===== src/hdl/sha1_message_digest_defines.svh =====
// Assertion macros shared by the SHA-1 digest modules.
`ifndef SHA1_MESSAGE_DIGEST_DEFINES_SVH
`define SHA1_MESSAGE_DIGEST_DEFINES_SVH

// Check sampled on clk, switched off while rst is high.
`define SHA1MD_ASSERT(label, prop) \
  label: assert property (@(posedge clk) disable iff (rst) prop) \
    else $error("sha1md: check failed");

// Check sampled on clk, also active through reset.
`define SHA1MD_ASSERT_ALWAYS(label, prop) \
  label: assert property (@(posedge clk) prop) \
    else $error("sha1md: check failed");

`endif


===== src/hdl/sha1md_pkg.sv =====
// Types, constants and helpers shared by the SHA-1 digest modules.
package sha1md_pkg;

  typedef struct packed {
    logic [31:0] word;
    logic [2:0]  cnt;
    logic        last;
  } item_t;

  typedef enum logic [7:0] {
    S_IDLE  = 8'b0000_0001,
    S_PACK  = 8'b0000_0010,
    S_PAD   = 8'b0000_0100,
    S_ZERO  = 8'b0000_1000,
    S_LEN   = 8'b0001_0000,
    S_ROUND = 8'b0010_0000,
    S_ADD   = 8'b0100_0000,
    S_EMIT  = 8'b1000_0000
  } state_t;

  localparam logic [31:0] INIT_CHAIN [5] = '{
    32'h6745_2301, 32'hEFCD_AB89, 32'h98BA_DCFE, 32'h1032_5476, 32'hC3D2_E1F0
  };

  localparam logic [31:0] K_00_19 = 32'h5A82_7999;
  localparam logic [31:0] K_20_39 = 32'h6ED9_EBA1;
  localparam logic [31:0] K_40_59 = 32'h8F1B_BCDC;
  localparam logic [31:0] K_60_79 = 32'hCA62_C1D6;

  localparam logic [31:0] PAD_WORD      = 32'h8000_0000;
  localparam logic [2:0]  MAX_BYTES     = 3'd4;
  localparam logic [3:0]  LEN_HI_IDX    = 4'd14;
  localparam logic [3:0]  LEN_LO_IDX    = 4'd15;
  localparam logic [5:0]  LEN_BYTE_POS  = 6'd56;
  localparam logic [6:0]  LAST_ROUND    = 7'd79;
  localparam logic [2:0]  LAST_WORD_IDX = 3'd4;

  function automatic logic [31:0] byte_bits(input logic [3:0] m);
    byte_bits = {{8{m[3]}}, {8{m[2]}}, {8{m[1]}}, {8{m[0]}}};
  endfunction

endpackage


===== src/hdl/sha1_message_digest.sv =====
// Top level of the streaming SHA-1 digest block.
//
//   channel   direction  handshake            fields
//   message   in         push / full          message_word, byte_count, last_word
//   digest    out        pop / empty          digest_word, word_index, last_result
//
// A word whose bytes fit the current buffer word is packed in one step, two if it
// straddles a word boundary. Each completed 64-byte block stalls packing for the 80
// rounds of the single round unit and one chaining add. A last word adds padding and
// length, one or two compressions and five beats out.
// Reset is synchronous; no clearing pass. The queue keeps taking words while the back
// end compresses, and a finished digest beat waits in the output register for pop.
module sha1_message_digest #(
  parameter int QUEUE_DEPTH = 2
) (
  input  logic        clk,
  input  logic        rst,
  input  logic        push,
  output logic        full,
  input  logic [31:0] message_word,
  input  logic [2:0]  byte_count,
  input  logic        last_word,
  output logic        empty,
  input  logic        pop,
  output logic [31:0] digest_word,
  output logic [2:0]  word_index,
  output logic        last_result
);
  import sha1md_pkg::*;

  item_t q_head;
  logic  q_empty;
  logic  q_pop;

  sha1md_front #(
    .DEPTH (QUEUE_DEPTH)
  ) u_front (
    .clk          (clk),
    .rst          (rst),
    .push         (push),
    .message_word (message_word),
    .byte_count   (byte_count),
    .last_word    (last_word),
    .full         (full),
    .deq          (q_pop),
    .q_empty      (q_empty),
    .head         (q_head)
  );

  sha1md_engine u_engine (
    .clk         (clk),
    .rst         (rst),
    .q_empty     (q_empty),
    .q_head      (q_head),
    .q_pop       (q_pop),
    .digest_word (digest_word),
    .word_index  (word_index),
    .last_result (last_result),
    .empty       (empty),
    .pop         (pop)
  );

endmodule


===== src/hdl/sha1md_front.sv =====
// Input side: byte count clamping, dropping of empty non-last words, short item queue.
`include "sha1_message_digest_defines.svh"

module sha1md_front #(
  parameter int DEPTH = 2
) (
  input  logic                clk,
  input  logic                rst,
  input  logic                push,
  input  logic [31:0]         message_word,
  input  logic [2:0]          byte_count,
  input  logic                last_word,
  output logic                full,
  input  logic                deq,
  output logic                q_empty,
  output sha1md_pkg::item_t   head
);
  import sha1md_pkg::*;

  localparam int PTR_W = (DEPTH > 1) ? $clog2(DEPTH) : 1;
  localparam int CNT_W = $clog2(DEPTH + 1);

  item_t             slots [DEPTH];
  logic [PTR_W-1:0]  wr_ptr;
  logic [PTR_W-1:0]  rd_ptr;
  logic [CNT_W-1:0]  count;
  logic [2:0]        cnt_clamped;
  logic              enq;

  assign cnt_clamped = (byte_count > MAX_BYTES) ? MAX_BYTES : byte_count;
  assign full        = (count == CNT_W'(DEPTH));
  assign q_empty     = (count == '0);
  assign enq         = push && !full && ((cnt_clamped != 3'd0) || last_word);
  assign head        = slots[rd_ptr];

  always_ff @(posedge clk) begin
    if (enq) begin
      slots[wr_ptr] <= '{word: message_word, cnt: cnt_clamped, last: last_word};
    end
  end

  always_ff @(posedge clk) begin
    if (rst) begin
      wr_ptr <= '0;
      rd_ptr <= '0;
      count  <= '0;
    end else begin
      if (enq) begin
        wr_ptr <= (wr_ptr == PTR_W'(DEPTH - 1)) ? '0 : wr_ptr + PTR_W'(1);
      end
      if (deq) begin
        rd_ptr <= (rd_ptr == PTR_W'(DEPTH - 1)) ? '0 : rd_ptr + PTR_W'(1);
      end
      case ({enq, deq})
        2'b10:   count <= count + CNT_W'(1);
        2'b01:   count <= count - CNT_W'(1);
        default: count <= count;
      endcase
    end
  end

  `SHA1MD_ASSERT(a_no_underflow, deq |-> !q_empty)
  `SHA1MD_ASSERT(a_head_count, !q_empty |-> head.cnt <= MAX_BYTES)
  `SHA1MD_ASSERT(a_fill_step, (enq && !deq) |=> count == $past(count) + CNT_W'(1))

endmodule


===== src/hdl/sha1md_engine.sv =====
// Back end: block packing, padding, 80-round compression and digest output.
`include "sha1_message_digest_defines.svh"

module sha1md_engine (
  input  logic              clk,
  input  logic              rst,
  input  logic              q_empty,
  input  sha1md_pkg::item_t q_head,
  output logic              q_pop,
  output logic [31:0]       digest_word,
  output logic [2:0]        word_index,
  output logic              last_result,
  output logic              empty,
  input  logic              pop
);
  import sha1md_pkg::*;

  state_t       state, state_next;
  state_t       ret, ret_next;
  logic [31:0]  wbuf [16];
  logic [5:0]   pos, pos_next;
  logic [63:0]  bit_length, bit_length_next;
  logic [6:0]   round;
  logic [31:0]  wa, wb, wc, wd, we;
  logic [31:0]  chain [5];
  logic [31:0]  hold_word, hold_word_next;
  logic [2:0]   hold_cnt, hold_cnt_next;
  logic         hold_last, hold_last_next;
  logic [2:0]   emit_idx;
  logic         out_valid;

  logic [31:0]  src_word;
  logic [2:0]   src_cnt;
  logic         src_last;
  logic [1:0]   off;
  logic [3:0]   idx;
  logic [2:0]   avail, take_n, rem;
  logic [3:0]   pack_bmask, pad_bmask;
  logic [31:0]  pack_bits, pad_bits;
  logic [31:0]  merged_pack, merged_pad;
  logic [6:0]   pos_sum;
  state_t       after_pack;
  logic         wr_en, len_wr, start_comp, chain_add, emit_load, msg_done;
  logic [31:0]  wr_data;
  logic [31:0]  sched_mix, sched_new;
  logic [31:0]  f_val, k_val, t_val;

  assign empty = !out_valid;
  assign q_pop = (state == S_IDLE) && !q_empty;

  // Byte packing and padding datapath
  always_comb begin
    src_word    = (state == S_IDLE) ? q_head.word : hold_word;
    src_cnt     = (state == S_IDLE) ? q_head.cnt  : hold_cnt;
    src_last    = (state == S_IDLE) ? q_head.last : hold_last;
    off         = pos[1:0];
    idx         = pos[5:2];
    avail       = MAX_BYTES - {1'b0, off};
    take_n      = (src_cnt < avail) ? src_cnt : avail;
    rem         = src_cnt - take_n;
    pack_bmask  = (~(4'b1111 >> take_n)) >> off;
    pad_bmask   = 4'b1111 >> off;
    pack_bits   = byte_bits(pack_bmask);
    pad_bits    = byte_bits(pad_bmask);
    merged_pack = (wbuf[idx] & ~pack_bits) | ((src_word >> {off, 3'b000}) & pack_bits);
    merged_pad  = (wbuf[idx] & ~pad_bits) | ((PAD_WORD >> {off, 3'b000}) & pad_bits);
    pos_sum     = {1'b0, pos} + {4'b0000, take_n};
    if (rem != 3'd0) begin
      after_pack = S_PACK;
    end else if (src_last) begin
      after_pack = S_PAD;
    end else begin
      after_pack = S_IDLE;
    end
  end

  // Round datapath
  always_comb begin
    sched_mix = wbuf[13] ^ wbuf[8] ^ wbuf[2] ^ wbuf[0];
    sched_new = {sched_mix[30:0], sched_mix[31]};
    if (round inside {[7'd0:7'd19]}) begin
      f_val = (wb & wc) | (~wb & wd);
      k_val = K_00_19;
    end else if (round inside {[7'd20:7'd39]}) begin
      f_val = wb ^ wc ^ wd;
      k_val = K_20_39;
    end else if (round inside {[7'd40:7'd59]}) begin
      f_val = (wb & wc) | (wb & wd) | (wc & wd);
      k_val = K_40_59;
    end else begin
      f_val = wb ^ wc ^ wd;
      k_val = K_60_79;
    end
    t_val = {wa[26:0], wa[31:27]} + f_val + we + k_val + wbuf[0];
  end

  // Sequencer
  always_comb begin
    state_next      = state;
    ret_next        = ret;
    pos_next        = pos;
    bit_length_next = bit_length;
    hold_word_next  = hold_word;
    hold_cnt_next   = hold_cnt;
    hold_last_next  = hold_last;
    wr_en           = 1'b0;
    wr_data         = merged_pack;
    len_wr          = 1'b0;
    start_comp      = 1'b0;
    chain_add       = 1'b0;
    emit_load       = 1'b0;
    msg_done        = 1'b0;
    case (state)
      S_IDLE, S_PACK: begin
        if (state == S_PACK || !q_empty) begin
          if (state == S_IDLE) begin
            bit_length_next = bit_length + 64'({q_head.cnt, 3'b000});
          end
          wr_en          = 1'b1;
          pos_next       = pos_sum[5:0];
          hold_word_next = src_word << {take_n, 3'b000};
          hold_cnt_next  = rem;
          hold_last_next = src_last;
          if (pos_sum[6]) begin
            start_comp = 1'b1;
            ret_next   = after_pack;
            state_next = S_ROUND;
          end else begin
            state_next = after_pack;
          end
        end
      end
      S_PAD: begin
        wr_en    = 1'b1;
        wr_data  = merged_pad;
        pos_next = {4'(idx + 4'd1), 2'b00};
        if (idx == LEN_LO_IDX) begin
          start_comp = 1'b1;
          ret_next   = S_ZERO;
          state_next = S_ROUND;
        end else begin
          state_next = S_ZERO;
        end
      end
      S_ZERO: begin
        if (idx == LEN_HI_IDX) begin
          state_next = S_LEN;
        end else begin
          wr_en    = 1'b1;
          wr_data  = '0;
          pos_next = pos + 6'd4;
          if (idx == LEN_LO_IDX) begin
            start_comp = 1'b1;
            ret_next   = S_ZERO;
            state_next = S_ROUND;
          end
        end
      end
      S_LEN: begin
        len_wr     = 1'b1;
        pos_next   = '0;
        start_comp = 1'b1;
        ret_next   = S_EMIT;
        state_next = S_ROUND;
      end
      S_ROUND: begin
        if (round == LAST_ROUND) begin
          state_next = S_ADD;
        end
      end
      S_ADD: begin
        chain_add  = 1'b1;
        state_next = ret;
      end
      S_EMIT: begin
        if (!out_valid || pop) begin
          emit_load = 1'b1;
          if (emit_idx == LAST_WORD_IDX) begin
            msg_done        = 1'b1;
            bit_length_next = '0;
            pos_next        = '0;
            state_next      = S_IDLE;
          end
        end
      end
      default: state_next = S_IDLE;
    endcase
  end

  // Block buffer doubles as the message schedule window
  always_ff @(posedge clk) begin
    if (state == S_ROUND) begin
      for (int i = 0; i < 15; i++) begin
        wbuf[i] <= wbuf[i+1];
      end
      wbuf[15] <= sched_new;
    end else begin
      if (wr_en) begin
        wbuf[idx] <= wr_data;
      end
      if (len_wr) begin
        wbuf[LEN_HI_IDX] <= bit_length[63:32];
        wbuf[LEN_LO_IDX] <= bit_length[31:0];
      end
    end
  end

  always_ff @(posedge clk) begin
    if (start_comp) begin
      wa <= chain[0];
      wb <= chain[1];
      wc <= chain[2];
      wd <= chain[3];
      we <= chain[4];
    end else if (state == S_ROUND) begin
      we <= wd;
      wd <= wc;
      wc <= {wb[1:0], wb[31:2]};
      wb <= wa;
      wa <= t_val;
    end
    hold_word <= hold_word_next;
    if (emit_load) begin
      digest_word <= chain[emit_idx];
      word_index  <= emit_idx;
      last_result <= (emit_idx == LAST_WORD_IDX);
    end
  end

  always_ff @(posedge clk) begin
    if (rst) begin
      state      <= S_IDLE;
      ret        <= S_IDLE;
      pos        <= '0;
      bit_length <= '0;
      round      <= '0;
      chain      <= INIT_CHAIN;
      hold_cnt   <= '0;
      hold_last  <= 1'b0;
      emit_idx   <= '0;
      out_valid  <= 1'b0;
    end else begin
      state      <= state_next;
      ret        <= ret_next;
      pos        <= pos_next;
      bit_length <= bit_length_next;
      hold_cnt   <= hold_cnt_next;
      hold_last  <= hold_last_next;
      if (start_comp) begin
        round <= '0;
      end else if (state == S_ROUND) begin
        round <= round + 7'd1;
      end
      if (chain_add) begin
        chain[0] <= chain[0] + wa;
        chain[1] <= chain[1] + wb;
        chain[2] <= chain[2] + wc;
        chain[3] <= chain[3] + wd;
        chain[4] <= chain[4] + we;
      end else if (msg_done) begin
        chain <= INIT_CHAIN;
      end
      if (emit_load) begin
        emit_idx <= (emit_idx == LAST_WORD_IDX) ? 3'd0 : emit_idx + 3'd1;
      end
      if (emit_load) begin
        out_valid <= 1'b1;
      end else if (pop) begin
        out_valid <= 1'b0;
      end
    end
  end

  `SHA1MD_ASSERT(a_round_end, state == S_ROUND && round == LAST_ROUND |=> state == S_ADD)
  `SHA1MD_ASSERT(a_len_slot, state == S_LEN |-> pos == LEN_BYTE_POS)
  `SHA1MD_ASSERT(a_msg_clear, msg_done |=> bit_length == 64'd0 && pos == 6'd0 && state == S_IDLE)
  `SHA1MD_ASSERT_ALWAYS(a_rst_idle, rst |=> state == S_IDLE && !out_valid)

endmodule

===== config.mk =====
export PLATFORM = sky130hd
export DESIGN_NAME = sha1_message_digest
export DESIGN_NICKNAME = d
export VERILOG_FILES = /design/src/hdl/sha1md_pkg.sv /design/src/hdl/sha1_message_digest.sv /design/src/hdl/sha1md_front.sv /design/src/hdl/sha1md_engine.sv
export VERILOG_INCLUDE_DIRS = /design/src /design/src/hdl
export SDC_FILE = /design/constraint.sdc
export NUM_CORES = 2
export LEC_CHECK = 0
export BUFFER_PORTS_ARGS = -buffer_cell sky130_fd_sc_hd__buf_4
export CAP_MARGIN = 20
export CORE_MARGIN = 1.5
export CORE_UTILIZATION = 45
export CTS_CLUSTER_DIAMETER = 30
export DETAILED_ROUTE_END_ITERATION = 8
export PLACE_DENSITY = 0.61
export SKIP_LAST_GASP = 1
export SLEW_MARGIN = 5
export SYNTH_ARGS = -nofsm -noshare
export SYNTH_HDL_FRONTEND = slang
export SYNTH_SLANG_ARGS = --single-unit

===== constraint.sdc =====
create_clock -name clk -period 10.03 [get_ports clk]
set_input_delay 1.003 -clock clk [delete_from_list [all_inputs] [get_ports clk]]
set_output_delay 1.003 -clock clk [all_outputs]
set_load 0.01 [all_outputs]

[Yosys cells after proc, flatten, opt, wreduce, memory -nomap -nowiden]
Memories as Yosys holds them, arrays and structs flattened. A register that Yosys moved wholly into a read port is not among the register bits.
Cells that the tools add are included.
Operators by class
  add/subtract/negate cells: 21
  order comparisons: 9
  equality and inequality tests: 23
  shift-type cells: 6
  muxes and demuxes: 94
  bitwise logic cells: 25
  reductions and logical operators: 30
Operator list (count)
  32-bit 2-to-1 mux: 22
  160-bit 2-to-1 mux: 2
  32-bit adder: 9
  32-bit AND: 8
  64-bit 2-to-1 mux: 4
  32-bit bitwise OR: 5
  32-bit bitwise XOR: 5
  64-bit case mux with 2 select lines: 1
  32-bit binary-select mux with 3-bit select: 1
  8-bit 2-to-1 mux: 12
  32-bit NOT: 3
  64-bit by 6-bit adder with 64-bit output: 1
  32-bit case mux with 2 select lines: 1
  8-bit case mux with 7 select lines: 1
  8-bit case mux with 4 select lines: 1
  32-bit OR reduction: 1
  32-bit by 6-bit << shifter with 32-bit output: 1
  32-bit by 5-bit right shift with 32-bit output: 1
  32-bit by 5-bit right shift with 32-bit output (first input constant): 1
  1-bit 2-to-1 mux: 31
  31-bit 2-to-1 mux: 1
  6-bit 2-to-1 mux: 5
  6-bit case mux with 5 select lines: 1
  3-bit 2-to-1 mux: 5
  other kinds (56): 85
Word-level totals
  bits in registers: 493
  memory bits (writable): 584
  bits of input ports: 40
  logic and storage cells: 236
  memories: 2
Memory list
  u_engine.wbuf: words 16, width 32, read ports 17, clocked after Yosys merged registers in 1, wr ports 16, RTL line sha1md_engine.sv:20  | logic [31:0] wbuf [16];
  u_front.slots: words 2, width 36, read ports 1, clocked after Yosys merged registers in 1, wr ports 1, RTL line sha1md_front.sv:23  | item_t slots [DEPTH];

[Longest topological paths before layout]
  word-level depth: 13
  gate-level depth with buffers: 28

[Modules after synthesis]
A second synthesis with hierarchy kept.
Unflattened totals
  cell total of the unflattened synthesis: 6289
  area total of the unflattened synthesis: 63877.5 um2
By module, submodules not included
  sha1md_engine: instances 1, cells each 6149, area each 61032.3 um2, seq. area each 27406.3 um2
  sha1md_front: instances 1, cells each 140, area each 2845.2 um2, seq. area each 2262.2 um2

[Least setup slack after synthesis]
Ideal clock, no wire load.
  path kind: flip-flop to flip-flop
  from: reg (tool-made name)
  to: reg u_engine.wa[0] (enable)
  library setup time: 1318 ps
  data arrival time: 6527 ps
  required time: 8712 ps
  path slack: 2185 ps
  stages on the path, launching flop included: 21
  buffers on the path: 3
  clock period less this slack: 7845 ps
  cell sequence: dfxtp_1 buf_2 buf_1 mux2_2 mux2_2 ha_1 o21a_1 nor2_1 o21ai_1 inv_2 ha_1 inv_1 fa_1 inv_1 a21oi_1 nor2_1 nand2_1 o21ai_0 nor2_1 clkbuf_1 nand2_1
RTL lines
  end signal, assigned: RTL line sha1md_engine.sv:210  | wa <= chain[0];
  end signal, assigned: RTL line sha1md_engine.sv:220  | wa <= t_val;
  end, declared: RTL line sha1md_engine.sv:24  | logic [31:0] wa, wb, wc, wd, we;

[Worst setup path in the final report]
  from: reg u_engine.round[1]
  to: reg u_engine.wa[30] (data pin)
Between the ends
  word-level cells in the longest chain between the ends: 11
RTL lines
  start, declared: RTL line sha1md_engine.sv:23  | logic [6:0] round;
  start signal, assigned: RTL line sha1md_engine.sv:252  | round <= round + 7'd1;
  7-bit by 6-bit greater-or-equal comparator with 1-bit output / 7-bit by 6-bit less-or-equal comparator with 1-bit output (equally long branches): RTL line sha1md_engine.sv:87  | end else if (round inside {[7'd40:7'd59]}) begin
  1-bit logical AND: RTL line sha1md_engine.sv:87
  32-bit 2-to-1 mux: RTL line sha1md_engine.sv:87
  32-bit 2-to-1 mux: RTL line sha1md_engine.sv:84  | end else if (round inside {[7'd20:7'd39]}) begin
  32-bit 2-to-1 mux: RTL line sha1md_engine.sv:81  | if (round inside {[7'd0:7'd19]}) begin
  32-bit adder (2 in a row): RTL line sha1md_engine.sv:94  | t_val = {wa[26:0], wa[31:27]} + f_val + we + k_val + wbuf[0];
  32-bit adder (*) (2 in a row): RTL line sha1md_engine.sv:94
  32-bit 2-to-1 mux (*): RTL line sha1md_engine.sv:215  | end else if (state == S_ROUND) begin
  32-bit 2-to-1 mux (*): RTL line sha1md_engine.sv:209  | if (start_comp) begin
Mark *: on every way between the ends. The rest lies on a longest branch, timed or not. The select of a mux whose other input is x is not followed.
A chain may end at the register's enable or synchronous reset.

==> results.py <==
metrics = {
    "critical_path": {
        "crit_path_start_kind": "flip-flop",
        "cp-end-kind": "flip-flop",
        "worst-setup-path-type": "flip-flop to flip-flop",
        "crit_required_ps": 10640,
        "r2r_slack_ps": 2440,
        "crit_arrival_ps": 8200,
        "cp_max_fo": 36,
    },
    "clocking": {
        "cts-htree-levels": 5,
        "cts_resized": 0,
        "clock-root-buffer": "clkbuf_16",
        "cts_tree": "done",
        "postCtsSetupBuffers": 0,
        "ctsHoldBuffers": 0,
        "clkTransAtPathRegs_ps": 50,
        "clk_path_buf_depth": 4,
        "clk_latency_ps": 920,
        "clkSinkCount": 1076,
        "cts_buffers": 300,
    },
    "logic_synthesis": {
        "async_flop_share_pct": 0,
        "synth-seq-cells": 1076,
        "synth_edf_count": 812,
        "syn_area_um2": 64000,
        "synthCells": 6255,
        "ys_seq_area_share_pct": 46.3,
        "synth_warnings": 0,
        "postSynthAreaPerCell_um2": 10.2,
        "synth_fp_nets": 6666,
        "yosysUniqueCellTypes": 102,
        "ys.flop_type": "edfxtp_1",
    },
    "floorplanning": {
        "die_area_um2": 145000,
        "ioPinCount": 78,
        "die_h_um": 380,
        "core-area_um2": 141000,
        "rows": 138,
        "die_w_um": 380,
        "start_util_pct": 45.3,
    },
    "drt": {
        "detail-route-antenna-nets": 0,
        "drcViolationCount": 0,
        "via_count": 50981,
        "wl_mm": 213,
        "vias_per_cell": 6.00,
        "dr.pass1.iters": 7,
        "drt_iter0_drc": 4905,
        "wire_per_inst_um": 25.1,
    },
    "finish": {
        "num-fill-cells": 12265,
        "fin_area_um2": 76500,
        "syn2layout_area_growth_pct": 19.4,
        "final_cells": 8499,
        "fin_nets": 6791,
        "drive_gt1_share_pct": 14.8,
    },
    "placement": {
        "gp_congestion": 0.914,
        "place_area_um2": 66500,
        "dp_slack_ps": 2450,
        "dpl.cell_count": 7965,
        "hpwl_mm": 142,
        "io_buffers": 77,
    },
    "timing": {
        "max_freq_ghz": 0.132,
        "fin_ws_ps": 2440,
        "final-setup-viol-count": 0,
        "finClkSkew_ps": 76.6,
        "period_share_pct": 75.6,
        "finalHoldViolations": 0,
        "slew_violations": 0,
        "tightestPinTransition_ps": 1180,
        "max_slew_margin_pct": 20.3,
        "rsz0062_at_grt": "false",
        "min_period_ps": 7590,
        "tns_ps": 0,
    },
    "grt": {
        "grt_pass1_wl_mm": 321,
        "grt_overflow": 0,
        "grtUsageTotal_pct": 29.3,
        "first_global_vias": 50098,
        "grt_antenna_before_repair": 8,
        "grt_max_degree": 198,
    },
    "power_and_ir_drop": {
        "p_per_area_nw_per_um2": 260,
        "power_leakage_nw": 29.8,
        "ir_worst_vdd_v": 0.000199,
    },
    "job": {
        "drv_cap": 0,
    },
    "min_path": {
        "hold_path.class": "primary input to flip-flop",
    },
    "status": {
        "status": "finished clean",
    },
}
[registers in the layout, indices dropped and copies added (netlist names), 32 cells and up, named ones only]
signal / cells
u_engine.wbuf: 512
u_engine.chain: 160
u_front.slots: 72
u_engine.bit_length: 61
u_engine.digest_word: 32
u_engine.hold_word: 32
u_engine.wa: 32
u_engine.wb: 32
u_engine.wc: 32
u_engine.wd: 32
u_engine.we: 32
[cells in the mapped netlist, drive strengths merged (59+ instances only)]
cell / count / area share, %
dfxtp: 264 / 8.3
nand2: 1077 / 6.3
a21oi: 389 / 3.1
a21o: 87 / 1.0
clkbuf: 266 / 1.6
nand3: 67 / 0.55
nor2: 551 / 3.2
ha: 244 / 4.8
buf: 89 / 0.71
edfxtp: 812 / 38
mux2i: 72 / 1.1
nand2b: 80 / 0.78
mux4: 192 / 6.8
nor3: 68 / 0.53
xnor2: 209 / 2.9
inv: 263 / 1.5
nor2b: 64 / 0.63
o21ai: 579 / 4.5
a22oi: 64 / 0.76
mux2: 59 / 1.0
fa: 127 / 4.0
xor2: 113 / 1.5
[stage by stage]
stage	hold WS (ps)	power (mW)	utilization [%]
CTS	256	19.9	54.0
floorplan	406	8.99	-
global placement	441	10.5	47.0
finish	303	19.9	54.1
global route	273	20.7	54.1
detailed placement	451	10.5	47.0
[worst paths after layout]
check                                 startpoint                             end  depth (start not counted)
setup / recovery  u_engine.round[1]$_SDFFE_PP0P_       u_engine.wa[30]$_DFFE_PP_                         26
hold / removal                  message_word[27]  u_front.slots[1][31]$_DFFE_PP_                          1
setup reg to reg  u_engine.round[1]$_SDFFE_PP0P_       u_engine.wa[30]$_DFFE_PP_                         26
hold reg to reg     u_engine.ret[7]$_SDFFE_PP0P_    u_engine.ret[7]$_SDFFE_PP0P_                          2
[per-layer routing]
metal / vias up / part of all wire, % / track usage [%] / wire, um
met3: 575 / 7.5 / 5.04 / 15900
met2: 2287 / 48 / 48.1 / 102000
met1: 25257 / 40 / 37.5 / 84600
li1: 22856 / - / - / -
met5: - / 0.019 / 0 / 40
met4: 6 / 5.2 / 14.4 / 11200
[final cells by class]
type / instances / area (um2) / area share, %
multi-input combinational: 4559 / 32100 / 42.0
sequential: 1076 / 29700 / 38.8
clock buffer: 373 / 8130 / 10.6
tap: 1890 / 2360 / 3.09
clock inverter: 157 / 1740 / 2.28
timing repair buffer: 178 / 1430 / 1.87
inverter: 265 / 997 / 1.30
antenna: 1 / 2.50 / 0.00327
[worst max-delay path: stages, from the launching register on]
cell,delay [ps]
dfxtp_1,340
ha_1,210
nor2_1,180
o211ai_1,130
o2111a_1,240
clkinv_1,80
buf_4,420
nand2_1,450
nor2_1,200
nor2_1,80
fa_1,490
fa_1,520
inv_1,60
fa_1,560
inv_1,60
ha_1,280
a21o_1,170
a21o_1,220
a2111oi_0,670
o31ai_1,280
a41oi_1,590
o211ai_1,250
nand3_1,170
a31oi_1,90
a21o_1,190
xor2_1,130
mux2_2,250
[power by group]
part | switching, mW | leakage, nW | internal [mW]
clock | 2.83 | 4.80 | 6.52
sequential | 0.280 | 9.50 | 5.22
combinational | 3.38 | 15.5 | 1.68
[cell families after synthesis]
family	count (synthesis)	share of synthesized area (%)
compound gates	1477	14.0
xor+xnor	322	4.40
fa+ha+maj	371	8.74
buf+inv	620	3.83
flops	1076	46.3
mux	323	8.91
simple gates	2066	13.8
[placed cells by master (no fill, tap or decap), types with 22 or more instances in the layout]
cell type	count
mux4_2	192
clkinv_1	34
o32ai_1	22
bufinv_16	33
nor2b_1	64
o21bai_1	25
dfxtp_1	258
clkbuf_1	47
a21o_1	86
nand2_1	1063
mux2_2	52
edfxtp_1	812
nand3_1	54
a21oi_1	381
o21a_1	31
o211ai_1	25
a211oi_1	41
or3_1	31
inv_1	259
nand4_1	25
and3_1	35
nand2b_1	80
mux2i_1	72
a22oi_1	63
o21ai_0	505
nor3_1	63
fa_1	127
buf_4	171
nor2_1	543
o21ai_1	71
xnor2_1	209
o22ai_1	54
clkinv_2	47
ha_1	244
clkbuf_16	308
xor2_1	113
a31oi_1	25
Note: power is estimated with default switching activity, not from simulation.
